**config.mk**
```make
export PLATFORM = sky130hd
export DESIGN_NAME = integer_to_ascii_formatter
export DESIGN_NICKNAME = d
export VERILOG_FILES = /design/src/rtl/itoa_pkg.sv /design/src/rtl/itoa_digit_unit.sv /design/src/rtl/itoa_char_select.sv /design/src/rtl/integer_to_ascii_formatter.sv
export VERILOG_INCLUDE_DIRS = /design/src /design/src/rtl
export SDC_FILE = /design/constraint.sdc
export NUM_CORES = 1
export LEC_CHECK = 0
export ABC_CLOCK_PERIOD_IN_PS = 13700
export BUFFER_PORTS_ARGS = -buffer_cell sky130_fd_sc_hd__buf_2
export CAP_MARGIN = 20
export CORE_ASPECT_RATIO = 1.2
export CORE_MARGIN = 3
export CORE_UTILIZATION = 59
export DETAILED_ROUTE_END_ITERATION = 16
export PLACE_DENSITY = 0.79
export SLEW_MARGIN = 20
export SYNTH_ARGS = -nofsm -noshare
export SYNTH_HDL_FRONTEND = slang
export SYNTH_SLANG_ARGS = --single-unit
```
**constraint.sdc**
```tcl
create_clock -name clock -period 13.7 [get_ports clock]
set_clock_uncertainty 0.05 [all_clocks]
set_input_delay 2.055 -clock clock [delete_from_list [all_inputs] [get_ports clock]]
set_output_delay 2.055 -clock clock [all_outputs]
set_load 0.03 [all_outputs]
```
**src/rtl/integer_to_ascii_formatter_macros.svh**
```systemverilog
// assertion macros for the integer to ascii formatter
// used by the top level only, no other dependencies
`ifndef INTEGER_TO_ASCII_FORMATTER_MACROS_SVH
`define INTEGER_TO_ASCII_FORMATTER_MACROS_SVH

// same-cycle implication
`define ITOA_ASSERT_NOW(label, clk, rst, ante, cons) \
   label: assert property (@(posedge clk) disable iff (rst) (ante) |-> (cons)) \
      else $error("itoa check failed");

// next-cycle implication
`define ITOA_ASSERT_NEXT(label, clk, rst, ante, cons) \
   label: assert property (@(posedge clk) disable iff (rst) (ante) |=> (cons)) \
      else $error("itoa check failed");

`endif

```
**src/rtl/itoa_pkg.sv**
```systemverilog
// shared constants, types and helpers for the integer to ascii formatter
// no dependencies
`default_nettype none

package itoa_pkg;

   // conversion kinds
   localparam logic [1:0] KIND_SDEC  = 2'd0;
   localparam logic [1:0] KIND_UDEC  = 2'd1;
   localparam logic [1:0] KIND_LHEX  = 2'd2;
   localparam logic [1:0] KIND_UHEX  = 2'd3;

   localparam int MAX_FIELD_WIDTH_DEF = 63;
   localparam int DIGIT_DEPTH         = 11;
   localparam logic [3:0] DIGIT_LIMIT = 4'd10;

   // ascii codes
   localparam logic [7:0] CH_MINUS = 8'h2D;
   localparam logic [7:0] CH_ZERO  = 8'h30;
   localparam logic [7:0] CH_SPACE = 8'h20;
   localparam logic [7:0] CH_LOWER = 8'h61;
   localparam logic [7:0] CH_UPPER = 8'h41;

   // ceil(2^35 / 10), exact quotient for any 32-bit dividend
   localparam logic [31:0] RECIP_TEN = 32'hCCCC_CCCD;

   typedef logic [DIGIT_DEPTH-1:0][3:0] digits_type;

   // formatting attributes handed to the character selector
   typedef struct packed {
      logic       neg;
      logic       left;
      logic       zpad;
      logic       upper;
      logic [3:0] nd;
      logic [5:0] pad;
   } fmt_type;

   function automatic logic [7:0] digit_char(input logic [3:0] nib, input logic upper);
      logic [7:0] base;
      base = upper ? CH_UPPER : CH_LOWER;
      if (nib < 4'd10) begin
         digit_char = CH_ZERO + {4'b0, nib};
      end else begin
         digit_char = base + {4'b0, nib - 4'd10};
      end
   endfunction

endpackage

`default_nettype wire

```
**src/rtl/itoa_digit_unit.sv**
```systemverilog
// shared divide-by-base unit: one digit per pass, reciprocal multiply for base ten
// depends on itoa_pkg
`default_nettype none

module itoa_digit_unit (
   input  wire logic        clock,
   input  wire logic        mul_en,
   input  wire logic        hex,
   input  wire logic [31:0] mag,
   output logic      [31:0] quot,
   output logic      [3:0]  rem
);

   logic [63:0] product_ff;
   logic [63:0] product_in;
   logic [31:0] dec_q;
   logic [31:0] dec_q10;
   logic [31:0] dec_r;

   // multiply by the reciprocal of ten, registered
   assign product_in = {32'b0, mag} * {32'b0, itoa_pkg::RECIP_TEN};

   always_ff @(posedge clock) begin
      if (mul_en) begin
         product_ff <= product_in;
      end
   end

   // quotient and remainder, base ten from the product, base sixteen by shift
   assign dec_q   = {3'b0, product_ff[63:35]};
   assign dec_q10 = (dec_q << 3) + (dec_q << 1);
   assign dec_r   = mag - dec_q10;

   always_comb begin
      if (hex) begin
         quot = {4'b0, mag[31:4]};
         rem  = mag[3:0];
      end else begin
         quot = dec_q;
         rem  = dec_r[3:0];
      end
   end

endmodule

`default_nettype wire

```
**src/rtl/itoa_char_select.sv**
```systemverilog
// picks the character at one output position: padding, sign or digit
// depends on itoa_pkg
`default_nettype none

module itoa_char_select (
   input  wire logic [5:0]              pos,
   input  wire itoa_pkg::fmt_type       fmt,
   input  wire itoa_pkg::digits_type    digits,
   output logic      [7:0]              out_char
);

   logic [5:0] sgn;
   logic [5:0] nd6;
   logic [5:0] j;
   logic [5:0] k;
   logic [5:0] d;
   logic [3:0] idx;
   logic [7:0] dchar;

   assign sgn = {5'b0, fmt.neg};
   assign nd6 = {2'b0, fmt.nd};
   assign j   = pos - fmt.pad;
   assign k   = pos - sgn;

   // digit index from the most significant end
   always_comb begin
      if (fmt.left) begin
         d = k;
      end else if (fmt.zpad) begin
         d = k - fmt.pad;
      end else begin
         d = j - sgn;
      end
   end

   assign idx   = fmt.nd - 4'd1 - d[3:0];
   assign dchar = itoa_pkg::digit_char(digits[idx], fmt.upper);

   // layout per justification mode
   always_comb begin
      if (fmt.left) begin
         if (fmt.neg && pos == 6'd0) begin
            out_char = itoa_pkg::CH_MINUS;
         end else if (k < nd6) begin
            out_char = dchar;
         end else begin
            out_char = itoa_pkg::CH_SPACE;
         end
      end else if (fmt.zpad) begin
         if (fmt.neg && pos == 6'd0) begin
            out_char = itoa_pkg::CH_MINUS;
         end else if (k < fmt.pad) begin
            out_char = itoa_pkg::CH_ZERO;
         end else begin
            out_char = dchar;
         end
      end else begin
         if (pos < fmt.pad) begin
            out_char = itoa_pkg::CH_SPACE;
         end else if (fmt.neg && j == 6'd0) begin
            out_char = itoa_pkg::CH_MINUS;
         end else begin
            out_char = dchar;
         end
      end
   end

endmodule

`default_nettype wire

```
**src/rtl/integer_to_ascii_formatter.sv**
```systemverilog
// top level of the integer to ascii formatter: sequencer, digit store, output register
// depends on itoa_pkg, itoa_digit_unit, itoa_char_select and the macros header
//
//   channel | handshake            | payload
//   req     | req_valid/req_ready  | type, value, field width, zero pad, left justify
//   rsp     | rsp_valid/rsp_ready  | one ascii character, last flag
//
// one transaction on req is loaded first, then each digit passes through the
// shared divide unit (multiply, then subtract), 1 to 10 digits, then one character
// per cycle goes out while rsp is taken.
// req_ready is high only while the sequencer is idle; the last character may still
// wait in the output register while the next transaction is accepted.
// reset is synchronous, active high, and clears the sequencer and rsp_valid.
`default_nettype none
`include "integer_to_ascii_formatter_macros.svh"

module integer_to_ascii_formatter #(
   parameter int MAX_FIELD_WIDTH = itoa_pkg::MAX_FIELD_WIDTH_DEF
) (
   input  wire logic        clock,
   input  wire logic        reset,
   input  wire logic        req_valid,
   output logic             req_ready,
   input  wire logic [1:0]  req_type,
   input  wire logic [31:0] req_value,
   input  wire logic [5:0]  req_field_width,
   input  wire logic        req_zero_pad,
   input  wire logic        req_left_justify,
   output logic             rsp_valid,
   input  wire logic        rsp_ready,
   output logic      [7:0]  rsp_out_char,
   output logic             rsp_last_char
);

   localparam logic [5:0] MaxW = 6'(MAX_FIELD_WIDTH);

   typedef enum logic [3:0] {
      ST_IDLE = 4'b0001,
      ST_MUL  = 4'b0010,
      ST_SUB  = 4'b0100,
      ST_EMIT = 4'b1000
   } state_type;

   state_type state_ff, state_in;

   logic [31:0] mag_ff, mag_in;
   logic [3:0]  nd_ff, nd_in;
   logic [5:0]  pos_ff, pos_in;
   logic [5:0]  width_ff;
   logic        neg_ff, left_ff, zpad_ff, upper_ff, hex_ff;
   logic [3:0]  digits_ff [itoa_pkg::DIGIT_DEPTH];
   logic        rsp_valid_ff, rsp_valid_in;
   logic [7:0]  rsp_char_ff;
   logic        rsp_last_ff;

   logic        req_fire;
   logic        neg_w;
   logic [31:0] quot;
   logic [3:0]  rem;
   logic [5:0]  total;
   logic [5:0]  pad;
   logic [5:0]  n_chars;
   logic        last_w;
   logic        load;
   logic [7:0]  char_w;
   itoa_pkg::fmt_type    fmt;
   itoa_pkg::digits_type digits_w;

   assign req_ready = (state_ff == ST_IDLE);
   assign req_fire  = req_valid && req_ready;
   assign neg_w     = (req_type == itoa_pkg::KIND_SDEC) && req_value[31];

   // shared divide unit
   itoa_digit_unit u_digit (
      .clock  (clock),
      .mul_en (state_ff == ST_MUL),
      .hex    (hex_ff),
      .mag    (mag_ff),
      .quot   (quot),
      .rem    (rem)
   );

   // field layout
   assign total   = {2'b0, nd_ff} + {5'b0, neg_ff};
   assign pad     = (width_ff > total) ? (width_ff - total) : 6'd0;
   assign n_chars = (width_ff > total) ? width_ff : total;
   assign last_w  = (pos_ff == n_chars - 6'd1);
   assign load    = (state_ff == ST_EMIT) && (!rsp_valid_ff || rsp_ready);

   assign fmt = '{neg: neg_ff, left: left_ff, zpad: zpad_ff, upper: upper_ff,
                  nd: nd_ff, pad: pad};

   always_comb begin
      for (int i = 0; i < itoa_pkg::DIGIT_DEPTH; i++) begin
         digits_w[i] = digits_ff[i];
      end
   end

   itoa_char_select u_sel (
      .pos      (pos_ff),
      .fmt      (fmt),
      .digits   (digits_w),
      .out_char (char_w)
   );

   // sequencer next state
   always_comb begin
      state_in = state_ff;
      mag_in   = mag_ff;
      nd_in    = nd_ff;
      pos_in   = pos_ff;
      case (state_ff)
         ST_IDLE: begin
            if (req_fire) begin
               mag_in   = neg_w ? (~req_value + 32'd1) : req_value;
               nd_in    = 4'd0;
               state_in = ST_MUL;
            end
         end
         ST_MUL: begin
            state_in = ST_SUB;
         end
         ST_SUB: begin
            mag_in = quot;
            nd_in  = nd_ff + 4'd1;
            if (quot == 32'd0 || nd_ff == itoa_pkg::DIGIT_LIMIT) begin
               pos_in   = 6'd0;
               state_in = ST_EMIT;
            end else begin
               state_in = ST_MUL;
            end
         end
         ST_EMIT: begin
            if (load) begin
               pos_in = pos_ff + 6'd1;
               if (last_w) begin
                  state_in = ST_IDLE;
               end
            end
         end
         default: begin
            state_in = ST_IDLE;
         end
      endcase
   end

   // output register valid
   always_comb begin
      rsp_valid_in = rsp_valid_ff;
      if (rsp_valid_ff && rsp_ready) begin
         rsp_valid_in = 1'b0;
      end
      if (load) begin
         rsp_valid_in = 1'b1;
      end
   end

   // control registers
   always_ff @(posedge clock) begin
      if (reset) begin
         state_ff     <= ST_IDLE;
         rsp_valid_ff <= 1'b0;
      end else begin
         state_ff     <= state_in;
         rsp_valid_ff <= rsp_valid_in;
      end
   end

   // payload registers
   always_ff @(posedge clock) begin
      mag_ff <= mag_in;
      nd_ff  <= nd_in;
      pos_ff <= pos_in;
      if (req_fire) begin
         width_ff <= (req_field_width > MaxW) ? MaxW : req_field_width;
         neg_ff   <= neg_w;
         left_ff  <= req_left_justify;
         zpad_ff  <= req_zero_pad;
         upper_ff <= (req_type == itoa_pkg::KIND_UHEX);
         hex_ff   <= (req_type == itoa_pkg::KIND_LHEX) || (req_type == itoa_pkg::KIND_UHEX);
      end
      if (state_ff == ST_SUB) begin
         digits_ff[nd_ff] <= rem;
      end
      if (load) begin
         rsp_char_ff <= char_w;
         rsp_last_ff <= last_w;
      end
   end

   assign rsp_valid     = rsp_valid_ff;
   assign rsp_out_char  = rsp_char_ff;
   assign rsp_last_char = rsp_last_ff;

   // checks
   `ITOA_ASSERT_NOW(a_digit_count, clock, reset, state_ff == ST_SUB, nd_ff <= itoa_pkg::DIGIT_LIMIT)
   `ITOA_ASSERT_NEXT(a_fire_starts, clock, reset, req_fire, state_ff == ST_MUL)
   `ITOA_ASSERT_NOW(a_pos_range, clock, reset, state_ff == ST_EMIT, pos_ff < n_chars)
   `ITOA_ASSERT_NEXT(a_last_done, clock, reset, load && last_w, state_ff == ST_IDLE && rsp_last_char)

endmodule

`default_nettype wire

```
# Word-level counts from Yosys, hierarchy flattened
# Memory sizes are Yosys's and may differ from the RTL's.
# Index checks and enable logic that the tools add are counted.
# totals
register_bits	131
ram_bits	44
inputBits	46
output_inout_bits	11
word_cells	108
memories	1
# classes
addsub	17
n_mul	1
n_lt_le_gt_ge	7
eq_ne	12
muxes	35
bitwise_logic	1
n_reduce_logical	20
# memory_table
memory	words	word_bits	read_ports	rd_ports_with_merged_regs	write_ports	line	source
digits_ff	11	4	11	0	1	integer_to_ascii_formatter.sv:51	logic [3:0] digits_ff [itoa_pkg::DIGIT_DEPTH];
# op_table
op	n
two-way mux 8 bit	9
multiplier 32 x 32 -> 64 bit (second input constant)	1
two-way mux 32 bit	2
one-hot mux 32 bit (2 select lines)	1
two-way mux 4 bit	9
adder 32 x 1 -> 32 bit (second input constant)	1
zero test 32 bit	1
NOT 32 bit	1
two-way mux 6 bit	5
two-way mux 29 bit	1
binary-select mux 4 bit (select 4 bit)	1
one-hot mux 4 bit (4 select lines)	1
zero test 6 bit	2
< comparator 6 bit	2
one-hot mux 6 bit (2 select lines)	1
subtractor 4 bit	3
adder 8 x 4 -> 8 bit	1
equality test 4 bit (second input constant)	2
one-hot mux 4 bit (2 select lines)	1
adder 6 x 4 -> 7 bit (first input constant)	1
adder 6 x 1 -> 6 bit (second input constant)	1
equality test 6 bit	1
greater-than comparator 6 x 5 -> 1 bit	1
greater-than comparator 6 bit (second input constant)	1
27 further kinds	43

# Logic depth before layout (Yosys ltp)
# Gate-level depths: netlist (run 1).
# logic_depth
ltp_word	17
ltp_mapped	28
ltp_nobuf	27

# Cells and area by module
# Synthesis (run 1) repeated with hierarchy kept, for this count alone.
# hier_totals
hier_cells	2392
hier_area_um2	25174.1
# by_module_without_submodules
mod	n_inst	cells_each	area_each_um2	seq_area_each_um2
itoa_digit_unit	1	1699	17803.3	870.8
integer_to_ascii_formatter	1	467	5556.6	3283.1
itoa_char_select	1	226	1814.2	0.0

# Worst setup path before layout (run 1)
# OpenSTA, ideal clock, no wires.
# synth_timing
kind	register to register
from	register mag_ff[18]
to	register u_digit.product_ff[58], data pin
setup_ns	0.258
t_arrival_ns	6.664
t_required_ns	13.392
slack_ns	6.729
path_stages_with_launch	26
path_buffers	0
period_less_slack_ns	6.971
path_cell_list	edfxtp_1 > ha_1 > inv_1 > fa_1 > inv_1 > fa_1 > inv_1 > fa_1 > inv_1 > fa_1 > fa_1 > fa_1 > inv_1 > fa_1 > inv_1 > ha_1 > nand2_1 > o21ai_0 > nor2_1 > and3_1 > a311o_1 > a41oi_2 > a31oi_1 > o21ai_1 > a21oi_1 > xnor2_1
# synth_via
elab_chain_len	1
# synth_lines
element	line	source
from (decl)	integer_to_ascii_formatter.sv:46	logic [31:0] mag_ff, mag_in;
from (signal assigned)	integer_to_ascii_formatter.sv:171	mag_ff <= mag_in;
multiplier 32 x 32 -> 64 bit	itoa_digit_unit.sv:21	assign product_in = {32'b0, mag} * {32'b0, itoa_pkg::RECIP_TEN};
via u_digit.product_in[58]	itoa_digit_unit.sv:15	logic [63:0] product_in;
to (signal assigned)	itoa_digit_unit.sv:25	product_ff <= product_in;
to (decl)	itoa_digit_unit.sv:14	logic [63:0] product_ff;
# The timed path passes the listed nets, and every way through them passes these cells.
# A chain may end at the register's enable or synchronous reset.

# Final worst setup path (run 1)
# layout_timing
from	register mag_ff[21]
to	register u_digit.product_ff[63], data pin
# The elaborated chain is that of the path after synthesis.

==> reports/results.txt, run 1 <==
Hpwl dp: 60.6 mm
RSZ-0062 raised after global routing: no
CP dominant cell by count: fa_1
Yosys reg bits: 139
Max cap viols: 0
Max Slew Vio Count: 0
Sequential cell area fraction in the yosys report: 16.7%
First-pass GRT wire length: 107 mm
Final period util: 60.8%
Worst path max stage delay: 660 ps
Core area: 0.0410 mm^2
Register area: 0.00412 mm^2
Crit-path leading delay family: adder cells
TNS Setup: 0 ps
Post-CTS Resized: 0
Critical Path, Cell by Cell: ha_1, inv_1, fa_1, fa_1, fa_1, inv_1, fa_1, fa_1, inv_1, fa_1, inv_1, ha_1, ha_1, a21oi_1, o21ai_0, nor2_1, and3_1, a311o_1, a41oi_2, a31oi_1, a21oi_1, a21oi_1, xnor2_1
Critical Path RT: 13,790 ps
Fin crit period: 8330 ps
CTS Hold Bufs: 0
Clock Latency Late Sink: 430 ps
Initial drt markers: 1,049
Antenna cells: 0
Final hold vios: 0
Final setup fails: 0
CP Launch Type: register
First-pass iteration count of the detailed router: 7
Post-synth net total: 3,208
Syn Std Cell Area: 0.0247 mm^2
Critical Path End Type: register
Die Area: 0.0443 mm^2
HP Class: register to register
Crit path buf inv count: 4
Synth Instances: 2,368
Final wirelength: 68.3 mm
Commonest cells after routing, fill and taps aside: inv_1 (625), fa_1 (419), ha_1 (375)
Clk sink count: 139
CP max-delay cell: edfxtp_1
Clock buffer count from CTS: 17
Fin nets: 3,249
Main synth FF type: edfxtp_1
Buffers added on ports: 55
Hold endpoint: rsp_valid
Post-route cell area: 0.0261 mm^2
Layout cell share with drive strength beyond 1: 5.20%
Worst hold stages: 2
Final ANT Viol Nets: 0
Starting Density: 60.1%
# Post-CTS Setup Buffers: 0
All-Layer GR Usage: 32.7%
Max FO, Critical Path: 8
R2r setup slk: 5370 ps
Commonest non-fill, non-tap cell in the layout: inv_1
Largest net degree at the start of global routing: 43
DRC: 0
Area growth syn-to-layout: 5.76%
Filler cells: 3,305
Multi-input logic area: 0.0181 mm^2
Initial antenna violation count: 3
R2r startpoint: mag_ff[21]
Clk slew on worst S/H paths: 60 ps
Vias in the first global route: 18.8k
Gr ovfl total: 0
Placed Instance Area: 0.0255 mm^2
H-tree depth: 4
Min-delay src: rsp_valid
Root Buffer: clkbuf_16
Routability cong.: 1.03
Crit path DAT: 8420 ps
Ys Warns: 0
Reg2reg end: u_digit.product_ff[63]
WS Path Type: register to register
I/O pins: 57
Status: completed
R2r worst-path depth: 23
Slew HR: 31.3%
Slew @ Worst Pin: 1030 ps
Number of synthesized flops with an enable pin: 134
Netlist cell types: 78
Vias per cell: 5.75
Die Ht: 230 um
Die W: 193 um
# rows: 81
Routed length per placed instance: 23.1 um
CTS tree: done
Max Freq: 120 MHz
Max Root-Sink Buffers: 2
FFs w/ async S/R, synth: 0%
Vias: 17.0k
Syn Area/Cell: 10.4 um^2
[tightest hold or removal path, cell delays in order (launching register included)]
cell and delay [ps]:
dfxtp_1 310, nand2b_1 130, a21oi_1 80
[through the flow]
| step | hold WS, ps | worst slack, ps | std cells | utilization (%) |
|---|---|---|---|---|
| 2_1_floorplan | 469 | 6730 | 2368 | - |
| 3_3_place_gp | 491 | 5490 | 2929 | 62.2 |
| 3_5_place_dp | 504 | 5380 | 2929 | 62.2 |
| 4_1_cts | 513 | 5330 | 2961 | 63.6 |
| 5_1_grt | 560 | 5000 | 2961 | 63.6 |
| 6_report | 512 | 5370 | 2961 | 63.6 |
[state kept, by name, indices dropped and copies added (netlist names)]
register,count
pos_ff,6
zpad_ff,1
neg_ff,1
rsp_valid,1
rsp_last_char,1
state_ff,4
rsp_out_char,7
u_digit.product_ff,29
digits_ff,44
mag_ff,32
width_ff,6
left_ff,1
hex_ff,1
upper_ff,1
nd_ff,4
[synthesized netlist by cell type, types with 3 or more instances]
master	count	area share (%)
a2111oi_0	4	0.14
a211oi_1	6	0.18
a21boi_0	6	0.18
a21o_1	25	0.76
a21oi_1	98	2.0
a31oi_1	9	0.23
and2_1	10	0.25
and3_1	12	0.30
buf_1	4	0.061
buf_2	5	0.10
clkbuf_1	28	0.43
dfxtp_1	5	0.41
edfxtp_1	134	16
fa_1	419	34
ha_1	375	19
inv_1	625	9.5
mux2_2	5	0.23
mux2i_1	37	1.5
mux4_2	8	0.73
nand2_1	84	1.3
nand2b_1	12	0.30
nand3_1	30	0.61
nand3b_1	7	0.21
nand4_1	20	0.51
nor2_1	83	1.3
nor2b_1	12	0.30
nor3_1	24	0.49
nor4_1	12	0.30
nor4b_1	3	0.11
o211ai_1	7	0.21
o21a_1	15	0.46
o21ai_0	66	1.3
o21ai_1	3	0.061
o21ai_2	3	0.11
o21bai_1	6	0.18
o22ai_1	3	0.076
o31ai_1	9	0.27
or2_2	3	0.076
or3_1	6	0.15
or4_1	4	0.12
xnor2_1	51	1.8
xor2_1	46	1.6
[cell type report]
type	count	area share (%)
clock buffer	17	1.63
clock inverter	15	0.532
inverter	627	9.02
multi-input combinational	1564	69.2
sequential	139	15.8
tap	539	2.58
timing repair buffer	60	1.20
[metal layers]
metal / global-route usage [%] / wire length, um / vias to the layer above
li1: - / - / 7709
met2: 57.1 / 35000 / 502
met5: 0 / 32 / -
met1: 38.7 / 25700 / 8611
met4: 18.3 / 4800 / 6
met3: 4.07 / 2750 / 187
[how the worst max path moves through the flow]
stage / to / slack, ps / cells past startpoint / startpoint
2_1_floorplan: u_digit.product_ff[58] / 6730 / 25 / mag_ff[18]
3_3_place_gp: u_digit.product_ff[63] / 5490 / 25 / mag_ff[10]
3_5_place_dp: u_digit.product_ff[63] / 5380 / 23 / mag_ff[21]
4_1_cts: u_digit.product_ff[63] / 5330 / 23 / mag_ff[21]
5_1_grt: u_digit.product_ff[63] / 5000 / 23 / mag_ff[21]
6_report: u_digit.product_ff[63] / 5370 / 23 / mag_ff[21]
[kinds of logic (layout without fill, tap and decap cells)]
| group | count (synthesis) | after routing | synth area share, % |
|---|---|---|---|
| AOI/OAI and AO/OA | 289 | 289 | 7.48 |
| xor gates and xnor gates | 97 | 97 | 3.44 |
| adders and majority gates | 794 | 794 | 53.0 |
| buffers and inverters | 665 | 719 | 10.2 |
| DFF | 139 | 139 | 16.7 |
| muxes | 51 | 51 | 2.52 |
| other | 1 | 1 | 0.0152 |
| and+or+nand+nor | 332 | 332 | 6.65 |
Power of run 1 is not shown: default switching activity piles up to over one toggle a cycle in this logic, so the estimate is an artifact.
==> inputs of run 2 (changes only) <==
--- a/config.mk
+++ b/config.mk
@@ -6,7 +6,7 @@
 export SDC_FILE = /design/constraint.sdc
 export NUM_CORES = 1
 export LEC_CHECK = 0
-export ABC_CLOCK_PERIOD_IN_PS = 13700
+export ABC_CLOCK_PERIOD_IN_PS = 8200
 export BUFFER_PORTS_ARGS = -buffer_cell sky130_fd_sc_hd__buf_2
 export CAP_MARGIN = 20
 export CORE_ASPECT_RATIO = 1.2
==> constraint.sdc (replaced) <==
create_clock -name clock -period 8.2 [get_ports clock]
set_clock_uncertainty 0.05 [all_clocks]
set_input_delay 1.23 -clock clock [delete_from_list [all_inputs] [get_ports clock]]
set_output_delay 1.23 -clock clock [all_outputs]
set_load 0.03 [all_outputs]
==> reports/results.txt, run 2 (synthesis results as in run 1) <==
I/O pins: 57
CP Launch Type: register
Worst slack, placed: 194 ps
Final hold vios: 0
Max FFs per register: 44
Routability cong.: 1.05
CTS tree: done
Worst path max stage delay: 690 ps
Area growth syn-to-layout: 7.01%
CP dominant cell by count: fa_1
Crit-path leading delay family: adder cells
HP Class: register to register
All-Layer GR Usage: 33.7%
Max Root-Sink Buffers: 2
Gr ovfl total: 0
Placed Instance Area: 0.0258 mm^2
Max Freq: 126 MHz
Crit path DAT: 8070 ps
Critical Path, Cell by Cell: ha_1, inv_1, fa_1, fa_1, fa_1, inv_1, fa_1, fa_1, fa_1, inv_1, fa_1, inv_1, ha_1, nand2_1, o21ai_0, nor2_1, and3_1, a311o_2, a41oi_2, a31oi_1, a21oi_1, a21oi_1, xnor2_1
Max cap viols: 0
Antenna cells: 0
Initial antenna violation count: 2
Final setup fails: 0
Fin crit period: 7950 ps
Hpwl dp: 62.6 mm
Vias: 17.5k
Root Buffer: clkbuf_16
TNS Setup: 0 ps
Clock buffer count from CTS: 17
Top Registers: digits_ff (44), mag_ff (32), u_digit.product_ff (29)
Slew HR: 34.2%
Critical Path RT: 8310 ps
Crit path buf inv count: 4
First-pass iteration count of the detailed router: 6
Die Area: 0.0443 mm^2
Slew @ Worst Pin: 985 ps
Critical Path End Type: register
Vias in the first global route: 19.4k
CP max-delay cell: ha_1
Max Slew Vio Count: 0
H-tree depth: 4
Clk sink count: 139
Register area: 0.00412 mm^2
First-pass GRT wire length: 111 mm
Largest net degree at the start of global routing: 43
Initial drt markers: 1,105
Final WS setup: 245 ps
Layout cell share with drive strength beyond 1: 6.79%
Non-filler instance count after layout: 2,997
CTS Hold Bufs: 0
Max FO, Critical Path: 6
Most flops, register: digits_ff
# rows: 81
Clock Latency Late Sink: 430 ps
Placed cell count: 2,963
Filler cells: 3,237
Die W: 193 um
Routed length per placed instance: 23.6 um
Starting Density: 60.1%
Buffers added on ports: 55
Status: completed
Multi-input logic area: 0.0181 mm^2
Final wirelength: 70.8 mm
Fin nets: 3,285
Commonest non-fill, non-tap cell in the layout: inv_1
Post-route cell area: 0.0264 mm^2
Commonest cells after routing, fill and taps aside: inv_1 (625), fa_1 (419), ha_1 (372)
Die Ht: 230 um
Final period util: 97.0%
Clk slew on worst S/H paths: 70 ps
RSZ-0062 raised after global routing: no
Core area: 0.0410 mm^2
DRC: 0
WS Path Type: register to register
Final ANT Viol Nets: 0
Vias per cell: 5.84
==> run 2: cell types whose count changed in the layout (fill, tap and decap cells not counted), sizes merged <==
cell      delta
inv          -2
clkinvlp     +1
bufinv       +1
buf         +36
==> run 2: worst paths after layout <==
check                           end  startpoint  cells after the start  slack [ps]
max          u_digit.product_ff[63]  mag_ff[19]                     23         250
max reg2reg  u_digit.product_ff[63]  mag_ff[19]                     23         250
min                       rsp_valid   rsp_valid                      2         500
min reg2reg               rsp_valid   rsp_valid                      2         500
==> run 2: layout make-up <==
type                    instances  share of cell area (%)
multi-input cells            1564                    68.4
clock inverters                15                   0.644
well taps                     539                    2.55
clock buffers                  17                    1.61
repair buffers                 96                    2.21
inverters                     627                    8.91
flip-flops and latches        139                    15.6
==> run 2: worst min-delay path: cells and delay by family (launching register included) <==
| family | cells | cell delay (ps) |
|---|---|---|
| AND/OR/NAND/NOR | 1 | 120 |
| flip-flops | 1 | 310 |
| AO/OA/AOI/OAI | 1 | 80 |
==> run 2: stage by stage <==
stage	utilization (%)	hold slack, ps
floorplan	-	469
global placement	62.8	488
detailed placement	62.8	494
CTS	64.2	505
global route	64.3	560
finish	64.3	500
==> run 2: per-layer routing <==
layer  part of all wire [%]  GRT usage [%]  routed length, um
met1                     36           40.0              25600
met3                    5.1           4.51               3650
met2                     51           58.3              36000
met5                  0.038              0                 27
met4                    7.8           19.6               5560
==> run 2: what timing repair did <==
action | in CTS | in global routing
buffers inserted | 0 | 2
resized for setup | 0 | 7
endpoints found under the setup margin | 0 | 4
Power of run 2 is left out for the same reason.
==> inputs of run 3 (changes only) <==
--- a/config.mk
+++ b/config.mk
@@ -11,9 +11,9 @@
 export CAP_MARGIN = 20
 export CORE_ASPECT_RATIO = 1.2
 export CORE_MARGIN = 3
-export CORE_UTILIZATION = 59
+export CORE_UTILIZATION = 35
 export DETAILED_ROUTE_END_ITERATION = 16
-export PLACE_DENSITY = 0.79
+export PLACE_DENSITY = 0.53
 export SLEW_MARGIN = 20
 export SYNTH_ARGS = -nofsm -noshare
 export SYNTH_HDL_FRONTEND = slang
==> reports/results.txt, run 3 (synthesis results as in run 1) <==
Status: completed
Final period util: 96.4%
Routed met3 length: 1.62 mm
Commonest non-fill, non-tap cell in the layout: inv_1
Slew @ Worst Pin: 1030 ps
Crit path DAT: 8030 ps
DR top layer: met5
WS Path Type: register to register
Filler cells: 7,060
Final ANT Viol Nets: 0
Vias: 16.7k
CTS Hold Bufs: 0
Die W: 248 um
Largest net degree at the start of global routing: 43
R2r setup slk: 290 ps
DRC: 0
First-pass iteration count of the detailed router: 5
R2r worst-path depth: 24
Die Area: 0.0737 mm^2
Clock buffer count from CTS: 17
Max FO, Critical Path: 7
Critical Path End Type: register
Die Ht: 297 um
Worst path max stage delay: 630 ps
Layout cell share with drive strength beyond 1: 7.02%
Vias in the first global route: 18.7k
Final wirelength: 72.5 mm
Max Root-Sink Buffers: 2
Root Buffer: clkbuf_16
Final hold vios: 0
Gr ovfl total: 0
Starting Density: 35.4%
R2r startpoint: mag_ff[17]
Slew HR: 30.9%
Clk slew on worst S/H paths: 70 ps
# rows: 106
Hold slack: 552 ps
Crit path buf inv count: 5
Max cap viols: 0
CP dominant cell by count: fa_1
HP Class: register to register
Clock Latency Late Sink: 430 ps
Fin crit period: 7910 ps
Max FFs per register: 44
Critical Path RT: 8320 ps
CTS tree: done
Critical Path, Cell by Cell: ha_4, ha_1, fa_1, inv_1, fa_1, inv_1, fa_1, inv_1, fa_1, fa_1, fa_1, inv_1, ha_1, a21oi_1, o22ai_1, o311a_1, a2111oi_1, a211oi_1, o31ai_1, buf_4, nand2_1, a221oi_1, o21ai_0, xor2_1
Routed length per placed instance: 21.4 um
Register area: 0.00412 mm^2
H-tree depth: 4
Crit-path leading delay family: adder cells
Initial antenna violation count: 1
CP max-delay cell: fa_1
Met2 wire length: 37.1 mm
Non-filler instance count after layout: 3,381
Max Freq: 126 MHz
Routability cong.: 0.970
Worst hold stages: 2
I/O pins: 57
Placed cell count: 3,345
Most flops, register: digits_ff
Buffers added on ports: 55
Min-delay src: rsp_valid
Vias per cell: 4.94
Hpwl dp: 64.8 mm
Fin nets: 3,290
Commonest cells after routing, fill and taps aside: inv_1 (625), fa_1 (419), ha_1 (369)
Worst slack, placed: -109 ps
Area growth syn-to-layout: 9.12%
Multi-input logic area: 0.0181 mm^2
Core area: 0.0698 mm^2
Reg2reg end: u_digit.product_ff[54]
TNS Setup: 0 ps
Final setup fails: 0
All-Layer GR Usage: 20.5%
Top Registers: digits_ff (44), mag_ff (32), u_digit.product_ff (29)
CP Launch Type: register
Final WS setup: 293 ps
Post-Route M1 WL: 29.9 mm
Initial drt markers: 777
First-pass GRT wire length: 113 mm
Antenna cells: 0
Max Slew Vio Count: 0
Hold endpoint: rsp_valid
Clk sink count: 139
## run 3: changes by cell type in the layout (fill, tap and decap cells not counted)
cell,delta
inv_8,-2
clkinvlp_4,-2
o21ai_0,-1
ha_2,+1
inv_6,-1
clkbuf_1,+1
a221oi_1,+1
ha_4,+2
clkinv_4,+3
o21ai_1,+1
ha_1,-3
clkinv_2,+1
buf_4,+5
a221oi_2,-1
## run 3: final cells by class
cell class | instances | area share (%)
repair buffers | 101 | 2.30
clock inverters | 14 | 0.576
flip-flops and latches | 139 | 15.3
inverters | 627 | 8.74
multi-input cells | 1564 | 67.2
well taps | 918 | 4.27
clock buffers | 18 | 1.59
## run 3: what timing repair did
action                     CTS  global route
setup buffers                0             4
resized for setup            1            11
pin swaps                    0             0
setup endpoints to repair    4            10
## run 3: per-layer routing
layer | up-vias | GRT usage [%]
li1 | 7785 | -
met1 | 8550 | 25.4
met2 | 268 | 35.9
met3 | 110 | 2.06
met4 | 2 | 8.93
met5 | - | 0
## run 3: how the worst max path moves through the flow
stage,startpoint,end,slack (ps),cells past startpoint
floorplan,mag_ff[18],u_digit.product_ff[58],1230,25
global placement,mag_ff[17],u_digit.product_ff[54],-40,26
detailed placement,mag_ff[17],u_digit.product_ff[54],-110,26
CTS,mag_ff[17],u_digit.product_ff[54],0.8,24
global route,mag_ff[17],u_digit.product_ff[54],-3,27
finish,mag_ff[17],u_digit.product_ff[54],290,24
## run 3: worst reg2reg max path: cells and delay by family (launching register included)
family | cells | cell delay [ps]
adder cells (fa/ha/maj) | 9 | 4170
AO/OA/AOI/OAI | 8 | 2140
flip-flops | 1 | 590
buffers and inverters | 5 | 430
XOR/XNOR | 1 | 160
AND/OR/NAND/NOR | 1 | 110
## run 3: metrics by stage
step | util (%) | cell area [um^2]
6_report | 38.6 | 26900
5_1_grt | 38.6 | 26900
4_1_cts | 38.5 | 26900
3_5_place_dp | 37.7 | 26300
3_3_place_gp | 37.7 | 26300
2_1_floorplan | - | 24700
Power of run 3 is left out for the same reason.
